## src/bblur_pkg.sv

```systemverilog
`default_nettype none

package bblur_pkg;

   localparam int DEFAULT_MAX_WIDTH = 1024;
   localparam int HEIGHT_LIMIT      = 4096;

   // frame width / height / row counter width
   localparam int DIM_W          = 13;
   localparam int FRAME_WIDTH_W  = 11;
   localparam int FRAME_HEIGHT_W = 13;

   localparam int CSR_INDEX_W = 4;
   localparam int CSR_DATA_W  = 16;

   localparam int CHAN_W   = 8;
   localparam int COLSUM_W = 10;  // three channel values
   localparam int SUM_W    = 12;  // nine channel values

   typedef enum logic [CSR_INDEX_W-1:0] {
      REG_FRAME_WIDTH  = 4'd0,
      REG_FRAME_HEIGHT = 4'd1
   } csr_reg_type;

   typedef enum logic [1:0] {
      DIV_4,
      DIV_6,
      DIV_9
   } divisor_type;

   typedef struct packed {
      logic [CHAN_W-1:0] red;
      logic [CHAN_W-1:0] green;
      logic [CHAN_W-1:0] blue;
   } pixel_type;

   // one window column: upper row, middle row, incoming row
   typedef struct packed {
      pixel_type upper;
      pixel_type middle;
      pixel_type lower;
   } column_type;

   typedef struct packed {
      logic [COLSUM_W-1:0] red;
      logic [COLSUM_W-1:0] green;
      logic [COLSUM_W-1:0] blue;
   } colsum_type;

   typedef struct packed {
      logic [SUM_W-1:0] red;
      logic [SUM_W-1:0] green;
      logic [SUM_W-1:0] blue;
   } winsum_type;

   typedef struct packed {
      logic shift;
      logic use_upper;
      logic use_lower;
   } cell_ctrl_type;

   function automatic logic [COLSUM_W-1:0] chan_sum(
      input logic [CHAN_W-1:0] upper,
      input logic [CHAN_W-1:0] middle,
      input logic [CHAN_W-1:0] lower,
      input logic              use_upper,
      input logic              use_lower
   );
      logic [COLSUM_W-1:0] up_term;
      logic [COLSUM_W-1:0] lo_term;
      up_term = use_upper ? COLSUM_W'(upper) : '0;
      lo_term = use_lower ? COLSUM_W'(lower) : '0;
      return COLSUM_W'(middle) + up_term + lo_term;
   endfunction

   // masked per-channel sum of one column
   function automatic colsum_type column_sum(
      input column_type col,
      input logic       use_upper,
      input logic       use_lower
   );
      colsum_type s;
      s.red   = chan_sum(col.upper.red, col.middle.red, col.lower.red,
                         use_upper, use_lower);
      s.green = chan_sum(col.upper.green, col.middle.green, col.lower.green,
                         use_upper, use_lower);
      s.blue  = chan_sum(col.upper.blue, col.middle.blue, col.lower.blue,
                         use_upper, use_lower);
      return s;
   endfunction

endpackage

`default_nettype wire

```

## src/bblur_cell.sv

```systemverilog
`default_nettype none

module bblur_cell (
   input  logic                      clock,
   input  bblur_pkg::cell_ctrl_type  ctrl,
   input  bblur_pkg::column_type     col_in,
   output bblur_pkg::column_type     col_out,
   output bblur_pkg::colsum_type     col_sum
);
   import bblur_pkg::*;

   column_type col_ff;

   always_ff @(posedge clock) begin
      if (ctrl.shift) begin
         col_ff <= col_in;
      end
   end

   assign col_out = col_ff;
   assign col_sum = column_sum(col_ff, ctrl.use_upper, ctrl.use_lower);

endmodule

`default_nettype wire

```

## config.mk

```make
export PLATFORM = sky130hd
export DESIGN_NAME = bblur_cell
export DESIGN_NICKNAME = d
export VERILOG_FILES = /design/src/bblur_pkg.sv /design/src/bblur_cell.sv
export SDC_FILE = /design/constraint.sdc
export NUM_CORES = 1
export LEC_CHECK = 0
export ABC_AREA = 1
export BUFFER_PORTS_ARGS = -buffer_cell sky130_fd_sc_hd__buf_2
export CAP_MARGIN = 40
export CORE_UTILIZATION = 48
export DETAILED_ROUTE_END_ITERATION = 16
export PLACE_DENSITY = 0.86
export REMOVE_ABC_BUFFERS = 1
export SETUP_SLACK_MARGIN = 0.05
export SLEW_MARGIN = 5
export SYNTH_ARGS = -nofsm -noshare
export SYNTH_HDL_FRONTEND = slang
export SYNTH_SLANG_ARGS = --single-unit
```

## constraint.sdc

```tcl
create_clock -name clock -period 2.3 [get_ports clock]
set_input_delay 0.115 -clock clock [delete_from_list [all_inputs] [get_ports clock]]
set_output_delay 0.115 -clock clock [all_outputs]
set_load 0.03 [all_outputs]
```

==> out/metrics.csv <==
stage,metric,value,unit
cells_and_area,number of flip-flops in the largest register,72,
critical_path,WS Path Type,reg2out,
cells_and_area,Final Cell Area,6862,um2
drt,total wire length,13880,um
power_and_ir_drop,P per Cell Area,778.9,nW/um2
sta,fin crit share,119.0,%
synth,"Cell Area, Synth",4090,um2
drt,DRC viols,0,
power_and_ir_drop,Leak,3.411,nW
power_and_ir_drop,Int Pwr,3.228,mW
clocking,CTS clock-pin slew for the worst setup and hold paths,0.09,ns
clocking,CTS sink cnt,72,
hold_path,worst hold path type,in2reg,
clocking,TritonCTS Buffers,9,
sta,"Slew Viols, Final",0,
drt,Via-to-Cell Ratio,4.996,
clocking,worst-case clock buffer depth,2,
placed_design,routability cong.,0.8163,
global_route,largest net degree at the start of global routing,73,
cells_and_area,ANT cells,0,
sta,RSZ-0062 raised after global routing,yes,
critical_path,Worst Setup SP,col_out[50],
sta,fmax,365.3,MHz
cells_and_area,fin util,83.51,%
clocking,CTS tree,yes,
floorplanning,Initial Util,49.78,%
placed_design,placed cell area,5213,um2
cells_and_area,proportion of layout cells with a drive suffix above 1,46.59,%
sta,Final min period,2.737,ns
floorplanning,chip height,94.31,um
critical_path,crit path to,col_sum[5],
cells_and_area,NumNets Final,793,
drt,Post-DRT Antenna Nets,0,
synth,Synth Instances,380,
floorplanning,std cell rows,33,
power_and_ir_drop,combinational share of power,51.0,%
global_route,vias in the first global route,4030,
critical_path,Critical Path Sink Type,output pin,
floorplanning,core box area,8217,um2
critical_path,WP data required,2.18,ns
power_and_ir_drop,NetSw,2.116,mW
synth,Netlist cell types,21,
critical_path,CP arrival,2.62,ns
global_route,initial antenna violation count,0,
placed_design,Port Buf Inserts,177,
global_route,first-pass GRT wire length,19600,um
sta,final setup vio count,23,
drt,First-pass DRT Iterations,5,
global_route,All-Layer GR Usage,30.16,%
synth,YS warnings,0,
sta,hold slack,0.3131,ns
floorplanning,Die W,94.31,um
power_and_ir_drop,Max VDD drop,0.0004704,V
clocking,CTS root buf,clkbuf_8,
critical_path,crit-path max FO,3,
placed_design,HPWL after DPL,7670,um
synth,Post-Syn Area per Cell,10.76,um2
synth,register bit total from synthesis,72,
drt,Iter 0 DRT Violations,159,
power_and_ir_drop,Sw Ratio,39.60,%
global_route,gr ovfl total,0,
sta,relative slew slack,74.11,%
clocking,H-tree depth,3,
status,status,"finished, violations left",
sta,final setup margin,-0.4373,ns
floorplanning,DIE AREA,8894,um2
power_and_ir_drop,clock power share,18.4,%
power_and_ir_drop,Reg power frac,30.6,%
drt,routed len/inst,17.82,um
sta,final hold violation count,0,
floorplanning,I/O Pins,178,
drt,DR vias,3892,
critical_path,crit path launch type,flip-flop,
sta,actual slew at the worst max-slew pin,0.3883,ns
synth,sequential area share after synthesis,52.86,%
cells_and_area,area delta synth->final,67.76,%
status,failing checks,negative setup slack,
flow_run,max cap viols,0,
==> power groups by stage <==
stage / registers (mW) / clock network (mW) / logic (mW)
finish: 1.64 / 0.982 / 2.73
global route: 1.65 / 1.04 / 2.89
CTS: 1.63 / 0.984 / 2.42
detailed placement: 1.66 / 0 / 1.87
global placement: 1.65 / 0 / 1.82
floorplan: 1.86 / 0 / 1.08
==> cell families (layout without fill, tap and decap cells) <==
family | count (synthesis) | after routing | synth area share, %
simple gates | 151 | 151 | 15.97
buf+inv | 90 | 384 | 8.382
fa+ha+maj | 48 | 48 | 19.64
flops | 72 | 72 | 52.86
xor+xnor | 9 | 9 | 1.927
compound gates | 10 | 10 | 1.224
==> cells in the mapped netlist (all sizes together) <==
| library cell | count | share of area (%) |
|---|---|---|
| nand2 | 118 | 11 |
| inv | 86 | 7.9 |
| edfxtp | 72 | 53 |
| fa | 27 | 13 |
| ha | 21 | 6.4 |
| nand3 | 14 | 2.2 |
| nor2 | 10 | 0.98 |
| a21oi | 8 | 0.98 |
| xnor2 | 5 | 1.1 |
| buf | 4 | 0.49 |
| xor2 | 4 | 0.86 |
| nand3b | 3 | 0.86 |
| or2 | 3 | 0.58 |
| and2 | 2 | 0.31 |
| o21ai | 2 | 0.24 |
| nand4 | 1 | 0.15 |
==> per-layer routing <==
metal | up-vias | routed length [um] | GRT usage (%) | part of all wire (%)
li1 | 1757 | - | - | -
met1 | 1867 | 5009 | 34.32 | 36
met2 | 230 | 7398 | 55.56 | 53
met3 | 38 | 1042 | 5.906 | 7.5
met4 | 0 | 430 | 11.28 | 3.1
met5 | - | 0 | 0 | 0
==> cells in the final DEF (no fill, tap or decap), types with 9 or more instances in the layout <==
cell type      count
dlygate4sd3_1     72
inv_1             72
buf_2            153
inv_2             14
nand2_1           91
buf_4             35
ha_4              19
edfxtp_1          72
nand2_2           22
clkbuf_8           9
buf_6             21
fa_1              20
==> through the flow <==
stage          setup TNS, ns  power [mW]  instances  setup slack, ns
3_5_place_dp         -0.5954       3.530        673          -0.1046
6_report              -5.189       5.344        779          -0.4373
5_1_grt               -7.232       5.573        779          -0.5405
3_3_place_gp         -0.1627       3.477        673         -0.03831
4_1_cts               -3.581       5.033        774          -0.2768
2_1_floorplan         -1.322       2.938        376          -0.2817
==> worst min-delay path by stage <==
stage                          start          end  slack [ns]  cells past startpoint
after floorplan            col_in[0]   col_out[0]        0.21                      0
after global placement    col_in[61]  col_out[61]        0.29                      1
after detailed placement  col_in[33]  col_out[33]        0.29                      1
after CTS                    ctrl[2]  col_out[59]        0.31                      2
after global routing         ctrl[2]  col_out[38]        0.32                      2
final                        ctrl[2]  col_out[38]        0.31                      2
==> critical path, stage by stage, from the launching register on <==
cell and delay [ns]:
edfxtp_1 0.40, nand2_1 0.10, inv_2 0.04, fa_1 0.63, inv_1 0.12, fa_2 0.44
nor2_2 0.14, nor2_2 0.05, xnor2_1 0.17, buf_4 0.18
==> area by class of cell <==
| class | count | area, um2 |
|---|---|---|
| repair buffers | 282 | 2006 |
| clock buffers | 9 | 123.9 |
| multi-input cells | 218 | 2054 |
| inverters | 86 | 322.8 |
| clock inverters | 7 | 61.31 |
| well taps | 105 | 131.4 |
| flip-flops and latches | 72 | 2162 |
| fillers | 419 | 1355 |
==> what timing repair did <==
item                       CTS  global route
setup endpoints to repair   24            24
hold endpoints to repair    72             0
pin swaps                   46            54
hold buffers                72             0
resized for setup           86            54
setup buffers               13             5
No activity file was read; power rests on OpenSTA's default activity.
